## src/rtl/core/mersenne_twister_generator_assert.svh

```systemverilog
// ----------------------------------------------------------------------------
// mersenne_twister_generator_assert.svh
// assertion macros used by the generator rtl
// ----------------------------------------------------------------------------
`ifndef MERSENNE_TWISTER_GENERATOR_ASSERT_SVH
`define MERSENNE_TWISTER_GENERATOR_ASSERT_SVH

// same-cycle implication, checked on clk and off during reset
`define MTG_ASSERT_IMP(lbl, ante, cons, msg) \
  lbl: assert property (@(posedge clk) disable iff (!rst_n) (ante) |-> (cons)) \
    else $error(msg);

// next-cycle implication, checked on clk and off during reset
`define MTG_ASSERT_NXT(lbl, ante, cons, msg) \
  lbl: assert property (@(posedge clk) disable iff (!rst_n) (ante) |=> (cons)) \
    else $error(msg);

`endif

```

## src/rtl/core/mtg_pkg.sv

```systemverilog
`timescale 1ns / 1ps
// ----------------------------------------------------------------------------
// mtg_pkg
// constants and shared types of the mt19937 generator
// ----------------------------------------------------------------------------
package mtg_pkg;

  // ring geometry
  localparam int unsigned STATE_WORDS   = 624;
  localparam int unsigned MIDDLE_OFFSET = 397;
  localparam int unsigned POS_W         = $clog2(STATE_WORDS);
  localparam int unsigned WORD_W        = 32;

  // burst limits
  localparam int unsigned MAX_BURST = 64;
  localparam int unsigned BURST_W   = 7;

  // generator constants
  localparam logic [WORD_W-1:0] INIT_MULT    = 32'd1812433253;
  localparam logic [WORD_W-1:0] TWIST_MATRIX = 32'h9908_B0DF;
  localparam logic [WORD_W-1:0] SEED_RESET   = 32'd5489;
  localparam int unsigned       SEED_SHIFT   = 30;

  // ring write request
  typedef struct packed {
    logic              en;
    logic [POS_W-1:0]  addr;
    logic [WORD_W-1:0] data;
  } mem_wr_t;

endpackage

```

## src/rtl/core/mtg_seed_unit.sv

```systemverilog
`timescale 1ns / 1ps
// ----------------------------------------------------------------------------
// mtg_seed_unit
// fills the ring from a seed with the knuth initialisation recurrence
// ----------------------------------------------------------------------------
module mtg_seed_unit
  import mtg_pkg::*;
(
  input  logic              clk,
  input  logic              rst_n,
  input  logic              start,
  input  logic [WORD_W-1:0] seed,
  output mem_wr_t           wr,
  output logic              done
);

  typedef enum logic [2:0] {
    SD_IDLE = 3'b001,
    SD_MUL  = 3'b010,
    SD_ADD  = 3'b100
  } sd_state_t;

  sd_state_t         state_r, state_nxt;
  logic [POS_W-1:0]  idx_r, idx_nxt;
  logic [WORD_W-1:0] prev_r, prev_nxt;
  logic [WORD_W-1:0] prod_r;
  logic [WORD_W-1:0] mix;
  logic [WORD_W-1:0] entry;
  logic              last_entry;

  // one multiply per entry, the index is added in the following cycle
  assign mix        = prev_r ^ (prev_r >> SEED_SHIFT);
  assign entry      = prod_r + WORD_W'(idx_r);
  assign last_entry = (idx_r == POS_W'(STATE_WORDS - 1));

  // sequencer
  always_comb begin
    state_nxt = state_r;
    idx_nxt   = idx_r;
    prev_nxt  = prev_r;
    wr        = '0;
    done      = 1'b0;
    case (state_r)
      SD_IDLE: begin
        if (start) begin
          wr.en     = 1'b1;
          wr.addr   = '0;
          wr.data   = seed;
          prev_nxt  = seed;
          idx_nxt   = POS_W'(1);
          state_nxt = SD_MUL;
        end
      end
      SD_MUL: begin
        state_nxt = SD_ADD;
      end
      SD_ADD: begin
        wr.en    = 1'b1;
        wr.addr  = idx_r;
        wr.data  = entry;
        prev_nxt = entry;
        if (last_entry) begin
          done      = 1'b1;
          state_nxt = SD_IDLE;
        end else begin
          idx_nxt   = idx_r + POS_W'(1);
          state_nxt = SD_MUL;
        end
      end
      default: begin
        state_nxt = SD_IDLE;
      end
    endcase
  end

  // control state
  always_ff @(posedge clk) begin
    if (!rst_n) begin
      state_r <= SD_IDLE;
    end else begin
      state_r <= state_nxt;
    end
  end

  // datapath registers
  always_ff @(posedge clk) begin
    idx_r  <= idx_nxt;
    prev_r <= prev_nxt;
    prod_r <= mix * INIT_MULT;
  end

endmodule

```

## config.mk

```make
export PLATFORM = sky130hd
export DESIGN_NAME = mtg_seed_unit
export DESIGN_NICKNAME = d
export VERILOG_FILES = /design/src/rtl/core/mersenne_twister_generator_assert.svh /design/src/rtl/core/mtg_pkg.sv /design/src/rtl/core/mtg_seed_unit.sv
export SDC_FILE = /design/constraint.sdc
export NUM_CORES = 1
export LEC_CHECK = 0
export BUFFER_PORTS_ARGS = -buffer_cell sky130_fd_sc_hd__buf_2
export CAP_MARGIN = 25
export CORE_MARGIN = 2
export CORE_UTILIZATION = 55
export DETAILED_ROUTE_END_ITERATION = 8
export PLACE_DENSITY = 0.88
export REMOVE_ABC_BUFFERS = 1
export SETUP_SLACK_MARGIN = 0.2
export SYNTH_ARGS = -nofsm -noshare
export SYNTH_HDL_FRONTEND = slang
export SYNTH_SLANG_ARGS = --single-unit
```

## constraint.sdc

```tcl
create_clock -name clk -period 5.7 [get_ports clk]
set_input_delay 1.14 -clock clk [delete_from_list [all_inputs] [get_ports clk]]
set_output_delay 1.14 -clock clk [all_outputs]
set_load 0.02 [all_outputs]
```

==> impl_metrics.yaml, run 1 <==
detailed_routing:
  drt_iter0_markers: 1206
  firstDrtPassIters: 8
  drc: 0
  num_vias: 10800
  vias_per_cell: 6.29
  postRouteAntennaNets: 0
  wire_per_inst_um: 25.8
  wirelength_um: 44300
grt:
  grt_pass1_wl_um: 58800
  grt_max_degree: 86
  first_global_vias: 11000
  grt_antenna_before_repair: 0
  use_met1_pct: 40.4
  met2_usage_pct: 58.6
  grt_remaining_overflow: 0
  gr-max-usage-layer: "met2"
  grt_util_met3_pct: 7.00
  grtUsageTotal_pct: 35.0
timing:
  clock.fmax_mhz: 142
  hold_violations: 0
  setup_viol: 16
  maxSlewHeadroom_pct: 34.8
  rsz0062_at_grt: "true"
  finalCritPeriodShare_pct: 123
  report.final.slew_viol_count: 0
  setup_slack_ns: -1.32
  worst_pin_slew_ns: 0.974
  skew_ns: 0.0118
  min_period_ns: 7.02
synth:
  syn_avg_cell_area_sq_um: 9.59
  synth_largest_area_cell: "fa_1"
  synth_area_leaders: "fa_1, ha_1, edfxtp_1, inv_1, dfxtp_1"
  ys_seq_area_share_pct: 17.0
  synth_edf_count: 42
  yosys_most_used_dff: "edfxtp_1"
  synth_cells: 1207
  synth-async-reset-ratio_pct: 0
  yosys_warnings: 0
  ys_types: 58
  ys_ff_latch: 77
  netlist_area_sq_mm: 0.0116
  netlist.area_leader.share_pct: 25.4
clock_tree:
  clk_path_buf_depth: 2
  clock_sinks: 77
  insertion_delay_ns: 0.35
  htree_levels: 3
  root_buffer: "clkbuf_16"
  cts_tree: "yes"
  clk_pin_slew_worst_paths_ns: 0.07
  cts_hold_buf: 0
  cts_made_buffers: 9
finish:
  synthToLayoutAreaGrowth_pct: 28.3
  fill_cells: 1255
  layout-drive-gt1-share_pct: 27.7
  layout_commonest_cell: "inv_1"
  final_cell_mix: "inv_1, ha_1, fa_1"
  n_antenna_cell: 0
  nNetsFinal: 1840
die:
  coreArea_sq_mm: 0.0208
  start_util_pct: 55.6
  row_count: 53
  dieArea_sq_mm: 0.0222
  die_x_um: 149
  io_pins: 79
  die_y_um: 149
critical_path:
  critPathLaunchType: "flop"
  worst_setup_path_end_kind: "flop"
  cpPeakStageDelay_ns: 0.70
  slowest_stage: "fa_1"
  crit_start: "prev_r[12]$_DFFE_PP_"
  r2r_start: "prev_r[12]$_DFFE_PP_"
  crit_path_frequent_cell: "fa_1"
  arrival_ns: 7.20
  crit_fanout: 2
  crit_chain: "buf_6 > ha_4 > ha_4 > fa_1 > inv_1 > fa_1 > inv_2 > fa_2 > fa_1 > fa_1 > inv_2 > fa_1 > inv_2 > ha_4 > and3_4 > buf_4 > buf_6 > nand2_4 > nor2b_4 > o21ai_2 > a21boi_2 > o21a_1 > mux2i_1"
  worstSetupPathType: "flop to flop"
  worst_ep_required_time_ns: 5.88
place:
  numPortBuffers: 78
  place_ws_ns: -0.634
  gp_congestion: 0.946
  dp_hpwl_um: 26200
worst_hold_path:
  hold_start: "state_r[2]$_SDFFE_PN0P_"
  hp-class: "flop to flop"
outcome:
  violations: "negative setup slack"
  status: "finished, violations left"
job:
  drv_cap: 0
cell usage after synthesis, types with 2 or more instances:
cell type and n:
fa_1 147, nor2_1 39, or3_1 5, o211ai_1 2
dfxtp_1 35, nor4_1 2, nand2b_1 3, or2_2 5
nand2_1 111, nor4bb_1 2, mux2i_1 2, o21bai_1 5
nor2b_1 4, nand4_1 13, nor3_1 6, xnor2_1 52
o21a_1 5, a21o_1 14, inv_1 276, xor2_1 39
a31oi_1 4, clkbuf_1 15, edfxtp_1 42, a31o_2 2
a211oi_1 5, nand3_1 14, a21oi_1 24, o21ai_0 57
and3_1 6, and2_1 17, ha_1 220, and4_1 4
o21ai_1 5
stage by stage:
step	instances	hold WS, ns	setup TNS [ns]	util (%)	cell area, sq um
after global placement	1655	0.527	-4.24	63.0	13100
after floorplan	1190	0.444	-3.90	-	11500
after CTS	1703	0.536	-2.41	69.2	14400
after detailed placement	1656	0.527	-6.43	63.1	13100
final	1718	0.541	-11.12	71.3	14800
after global routing	1718	0.571	-11.86	71.3	14800
critical path, delay by kind of cell, from the launching register on:
kind	cells	cell delay [ns]
compound gates	3	0.57
fa+ha+maj	9	4.13
buf+inv	7	0.68
flops	1	0.42
mux	1	0.65
simple gates	3	0.40
cells by family after synthesis:
kind of cell	share of synthesized area, %
multiplexers	0.173
AO/OA/AOI/OAI	7.43
buffers and inverters	9.52
adder cells (fa/ha/maj)	49.2
XOR/XNOR	6.89
flip-flops	17.0
AND/OR/NAND/NOR	9.81
layout make-up:
cell class | instances | area (sq um) | area share, %
flip-flops and latches | 77 | 1960 | 13.2
well taps | 275 | 344 | 2.32
inverters | 276 | 1040 | 6.98
clock inverters | 7 | 121 | 0.818
multi-input cells | 837 | 9440 | 63.6
clock buffers | 9 | 225 | 1.52
repair buffers | 237 | 1710 | 11.5
flip-flops by register name (all words and copies together) (netlist names):
name / count
prod_r: 32
prev_r: 32
state_r: 3
idx_r: 10
worst paths after layout:
check                       endpoint  slack, ns  depth (start not counted)
min reg2reg  state_r[2]$_SDFFE_PN0P_       0.54                          1
min          state_r[2]$_SDFFE_PN0P_       0.54                          1
max reg2reg       prod_r[28]$_DFF_P_      -1.32                         23
max               prod_r[28]$_DFF_P_      -1.32                         23
per-layer routing:
layer / wire length, um / share of wire (%) / vias up
met5: 0 / 0 / -
met2: 19800 / 45 / 1033
met1: 14100 / 32 / 5048
met3: 5500 / 12 / 389
met4: 4940 / 11 / 0
li1: - / - / 4331
timing repair:
action | 4_1_cts | 5_1_grt
setup buffers | 31 | 14
endpoints found under the setup margin | 19 | 18
endpoints found under the hold margin | 0 | 0
pin swaps | 82 | 28
gates resized for setup | 118 | 67
Power of run 1 is not shown: default switching activity piles up to over one toggle a cycle in this logic, so the estimate is an artifact.
==> run 2, diff against run 1 <==
--- a/config.mk
+++ b/config.mk
@@ -8,9 +8,10 @@
 export BUFFER_PORTS_ARGS = -buffer_cell sky130_fd_sc_hd__buf_2
 export CAP_MARGIN = 25
 export CORE_MARGIN = 2
-export CORE_UTILIZATION = 55
+export CORE_UTILIZATION = 35
 export DETAILED_ROUTE_END_ITERATION = 8
-export PLACE_DENSITY = 0.88
+export PLACE_DENSITY = 0.65
+export RECOVER_POWER = 50
 export REMOVE_ABC_BUFFERS = 1
 export SETUP_SLACK_MARGIN = 0.2
 export SYNTH_ARGS = -nofsm -noshare
==> impl_metrics.yaml, run 2 (same netlist as run 1, synthesis figures left out) <==
finish:
  register_area_sq_mm: 0.00196
  layout_commonest_cell: "inv_1"
  fill_cells: 3055
  layout.cells.non_filler: 1888
  fin_area_sq_mm: 0.0149
  n_antenna_cell: 0
  synthToLayoutAreaGrowth_pct: 28.7
  fin_util_pct: 45.8
  multi_input_comb_area_sq_mm: 0.00934
  final_cell_mix: "inv_1, ha_1, fa_1"
  layout-drive-gt1-share_pct: 26.6
  nNetsFinal: 1843
  top_regs: "prev_r x32, prod_r x32, idx_r x10"
die:
  die_x_um: 186
  start_util_pct: 35.6
  dieArea_sq_mm: 0.0345
  coreArea_sq_mm: 0.0325
  row_count: 66
  die_y_um: 186
  io_pins: 79
critical_path:
  worst_ep_required_time_ns: 5.95
  worst_setup_path_end_kind: "flop"
  critPathLaunchType: "flop"
  arrival_ns: 6.29
  rr_worst_depth: 23
  rrSetupSlack_ns: -0.35
  crit_fanout: 3
  r2r_end: "prod_r[27]$_DFF_P_"
  r2r_start: "prev_r[11]$_DFFE_PP_"
  worstSetupPathType: "flop to flop"
timing:
  clock.fmax_mhz: 165
  rsz0062_at_grt: "true"
  min_period_ns: 6.05
  maxSlewHeadroom_pct: -111
  report.final.slew_viol_count: 135
  finalCritPeriodShare_pct: 106
  setup_slack_ns: -0.349
  worst_pin_slew_ns: 3.16
  hold_violations: 0
  setup_viol: 15
  skew_ns: 0.0135
worst_hold_path:
  whs_endpoint: "state_r[2]$_SDFFE_PN0P_"
  hold_start: "state_r[2]$_SDFFE_PN0P_"
  hp-class: "flop to flop"
  hold_depth: 1
place:
  place_area_sq_mm: 0.0134
  place_ws_ns: -0.571
  dp_hpwl_um: 25900
  numPortBuffers: 78
  gp_congestion: 0.889
  dpl.cell_count: 1831
detailed_routing:
  wirelength_um: 32600
  drc: 0
  drt_iter0_markers: 413
  vias_per_cell: 4.83
  num_vias: 9128
  wire_per_inst_um: 17.3
  firstDrtPassIters: 4
  postRouteAntennaNets: 0
grt:
  grtUsageTotal_pct: 19.3
  first_global_vias: 9595
  grt_pass1_wl_um: 51000
  grt_remaining_overflow: 0
  grt_max_degree: 86
  grt_antenna_before_repair: 0
clock_tree:
  clock_sinks: 77
  clk_pin_slew_worst_paths_ns: 0.07
  root_buffer: "clkbuf_16"
  clk_path_buf_depth: 2
  cts_tree: "yes"
  insertion_delay_ns: 0.36
  cts_made_buffers: 9
  htree_levels: 3
job:
  drv_cap: 3
outcome:
  violations: "max-capacitance violations, max-slew violations, negative setup slack"
  status: "finished, violations left"
run 2: changes by cell type in the layout (fill, tap and decap cells not counted), moves of 3 or more:
cell	delta
clkbuf_1	+10
buf_2	-7
ha_1	+3
nor3_2	-3
and2_0	+5
bufinv_16	-3
nor3_1	+4
xnor2_2	+3
and2_1	-5
run 2: worst max path at each step:
stage	from	end	slack, ns
finish	prev_r[11]$_DFFE_PP_	prod_r[27]$_DFF_P_	-0.35
global route	prev_r[11]$_DFFE_PP_	prod_r[27]$_DFF_P_	-0.53
CTS	prev_r[11]$_DFFE_PP_	prod_r[29]$_DFF_P_	-0.38
detailed placement	prev_r[11]$_DFFE_PP_	prod_r[27]$_DFF_P_	-0.57
global placement	prev_r[11]$_DFFE_PP_	prod_r[27]$_DFF_P_	-0.50
floorplan	prev_r[11]$_DFFE_PP_	prod_r[27]$_DFF_P_	-0.49
run 2: timing repair:
item,CTS,global route
endpoints found under the setup margin,18,20
hold buffers,0,0
buffers inserted,25,16
resized for setup,90,88
cloned,0,0
pin swaps,69,85
run 2: critical path, cell delays in order (launching register included):
cell	delay, ns
edfxtp_1	0.46
ha_1	0.32
ha_2	0.19
fa_1	0.55
inv_2	0.04
fa_1	0.48
inv_1	0.05
fa_1	0.48
inv_1	0.05
fa_1	0.49
inv_2	0.05
fa_1	0.52
inv_1	0.06
fa_1	0.50
inv_2	0.06
ha_4	0.24
and3_4	0.18
and3_4	0.16
a32oi_2	0.25
o31ai_4	0.12
a211oi_2	0.29
buf_4	0.18
nor2_4	0.04
xor2_1	0.15
run 2: metal layers:
metal	share of wire (%)	track usage (%)	up-vias
met1	44	26.0	4489
met3	3.8	2.39	65
li1	-	-	4338
met4	3.0	5.73	0
met5	0	0	-
met2	49	32.6	236
run 2: layout make-up:
class / count / area share, %
well taps: 442 / 3.71
repair buffers: 240 / 11.4
clock inverters: 7 / 0.445
clock buffers: 9 / 1.51
flip-flops and latches: 77 / 13.2
inverters: 276 / 6.96
multi-input cells: 837 / 62.8
run 2: stage by stage:
| step | hold WS (ns) | TNS, ns |
|---|---|---|
| final | 0.510 | -3.18 |
| after global routing | 0.532 | -6.22 |
| after CTS | 0.572 | -2.69 |
| after detailed placement | 0.561 | -5.70 |
| after global placement | 0.523 | -4.80 |
| after floorplan | 0.444 | -3.90 |
Power of run 2 is left out for the same reason.
==> run 3, diff against run 2 <==
--- a/config.mk
+++ b/config.mk
@@ -10,6 +10,7 @@
 export CORE_MARGIN = 2
 export CORE_UTILIZATION = 35
 export DETAILED_ROUTE_END_ITERATION = 8
+export GPL_TIMING_DRIVEN = 0
 export PLACE_DENSITY = 0.65
 export RECOVER_POWER = 50
 export REMOVE_ABC_BUFFERS = 1
==> impl_metrics.yaml, run 3 (same netlist as run 1, synthesis figures left out) <==
outcome:
  status: "finished, violations left"
  violations: "max-capacitance violations, max-slew violations, negative setup slack"
clock_tree:
  root_buffer: "clkbuf_16"
  cts_made_buffers: 9
  clock_sinks: 77
  clk_pin_slew_worst_paths_ns: 0.07
  htree_levels: 3
  cts_tree: "yes"
  insertion_delay_ns: 0.35
  cts_hold_buf: 0
  clk_path_buf_depth: 2
detailed_routing:
  met2_length_um: 15400
  firstDrtPassIters: 7
  wl_met3_um: 1410
  vias_per_cell: 4.92
  num_vias: 8934
  drt_iter0_markers: 534
  postRouteAntennaNets: 0
  top_layer: "met4"
  wirelength_um: 32000
  wl_met1_um: 14300
  wire_per_inst_um: 17.6
  drc: 0
worst_hold_path:
  hp-class: "flop to flop"
grt:
  grt_antenna_before_repair: 0
  grtUsageTotal_pct: 18.6
  first_global_vias: 9067
  grt_max_degree: 48
  grt_remaining_overflow: 0
  grt_pass1_wl_um: 49000
die:
  start_util_pct: 35.6
  die_y_um: 186
  row_count: 66
  io_pins: 79
  dieArea_sq_mm: 0.0345
  die_x_um: 186
  coreArea_sq_mm: 0.0325
finish:
  top_regs: "prev_r x32, prod_r x32, idx_r x10"
  final_cell_mix: "inv_1, ha_1, fa_1"
  nNetsFinal: 1771
  layout-drive-gt1-share_pct: 22.5
  n_antenna_cell: 0
  synthToLayoutAreaGrowth_pct: 23.7
  layout.cells.non_filler: 1816
  layout_commonest_cell: "inv_1"
timing:
  setup_slack_ns: -0.507
  min_period_ns: 6.21
  finalCritPeriodShare_pct: 109
  hold_violations: 0
  skew_ns: 0.0121
  clock.fmax_mhz: 161
  setup_viol: 13
  worst_pin_slew_ns: 2.58
  rsz0062_at_grt: "true"
  report.final.slew_viol_count: 81
  maxSlewHeadroom_pct: -72.1
critical_path:
  critPathLaunchType: "flop"
  arrival_ns: 6.43
  worst_setup_path_end_kind: "flop"
  crit_fanout: 4
  worst_ep_required_time_ns: 5.93
  worstSetupPathType: "flop to flop"
job:
  drv_cap: 2
place:
  gp_congestion: 0.878
  numPortBuffers: 78
  dp_hpwl_um: 23200
  dpl.cell_count: 1715
==> run 3: layout make-up <==
type	instances	area [sq um]
multi-input combinational	837	9350
clock buffer	9	225
clock inverter	7	57.6
tap	442	553
fill	3019	18200
timing repair buffer	168	1120
inverter	276	1040
sequential	77	1960
==> run 3: worst paths after layout <==
check	end	startpoint	slack, ns	cells after the start
min	state_r[2]$_SDFFE_PN0P_	state_r[2]$_SDFFE_PN0P_	0.52	1
max	prod_r[31]$_DFF_P_	prev_r[10]$_DFFE_PP_	-0.51	23
max reg2reg	prod_r[31]$_DFF_P_	prev_r[10]$_DFFE_PP_	-0.51	23
min reg2reg	state_r[2]$_SDFFE_PN0P_	state_r[2]$_SDFFE_PN0P_	0.52	1
==> run 3: worst max-delay path: stages, from the launching register on <==
cell      delay [ns]
edfxtp_1        0.53
ha_2            0.27
ha_4            0.24
fa_1            0.55
inv_2           0.04
fa_1            0.48
inv_1           0.05
fa_1            0.47
inv_1           0.05
fa_1            0.48
inv_1           0.05
fa_1            0.49
inv_2           0.04
fa_1            0.54
inv_2           0.05
ha_4            0.23
and3_4          0.18
and3_4          0.20
a32oi_2         0.25
o31ai_4         0.14
a211oi_2        0.34
buf_4           0.19
o31ai_4         0.06
xnor2_2         0.17
==> run 3: layer usage <==
layer  vias to the layer above  global-route usage [%]
met1                      4428                    25.6
met5                         -                       0
met3                        61                    2.03
met2                       248                    31.3
met4                         0                    4.44
li1                       4197                       -
==> run 3: stage by stage <==
stage | setup TNS [ns] | area, sq um | setup slack [ns] | hold slack [ns] | util, %
floorplan | -3.90 | 11500 | -0.488 | 0.444 | -
global placement | -117.28 | 12400 | -1.63 | 0.464 | 38.3
detailed placement | -13.76 | 12500 | -1.21 | 0.554 | 38.5
CTS | -4.71 | 13700 | -0.520 | 0.567 | 42.1
global route | -6.69 | 14300 | -0.631 | 0.532 | 44.0
finish | -4.76 | 14300 | -0.507 | 0.515 | 44.0
==> run 3: repair_timing <==
action,4_1_cts,5_1_grt
pin swaps,56,69
endpoints found under the setup margin,19,18
buffers inserted,53,32
gates resized for setup,80,84
Power of run 3 is left out for the same reason.
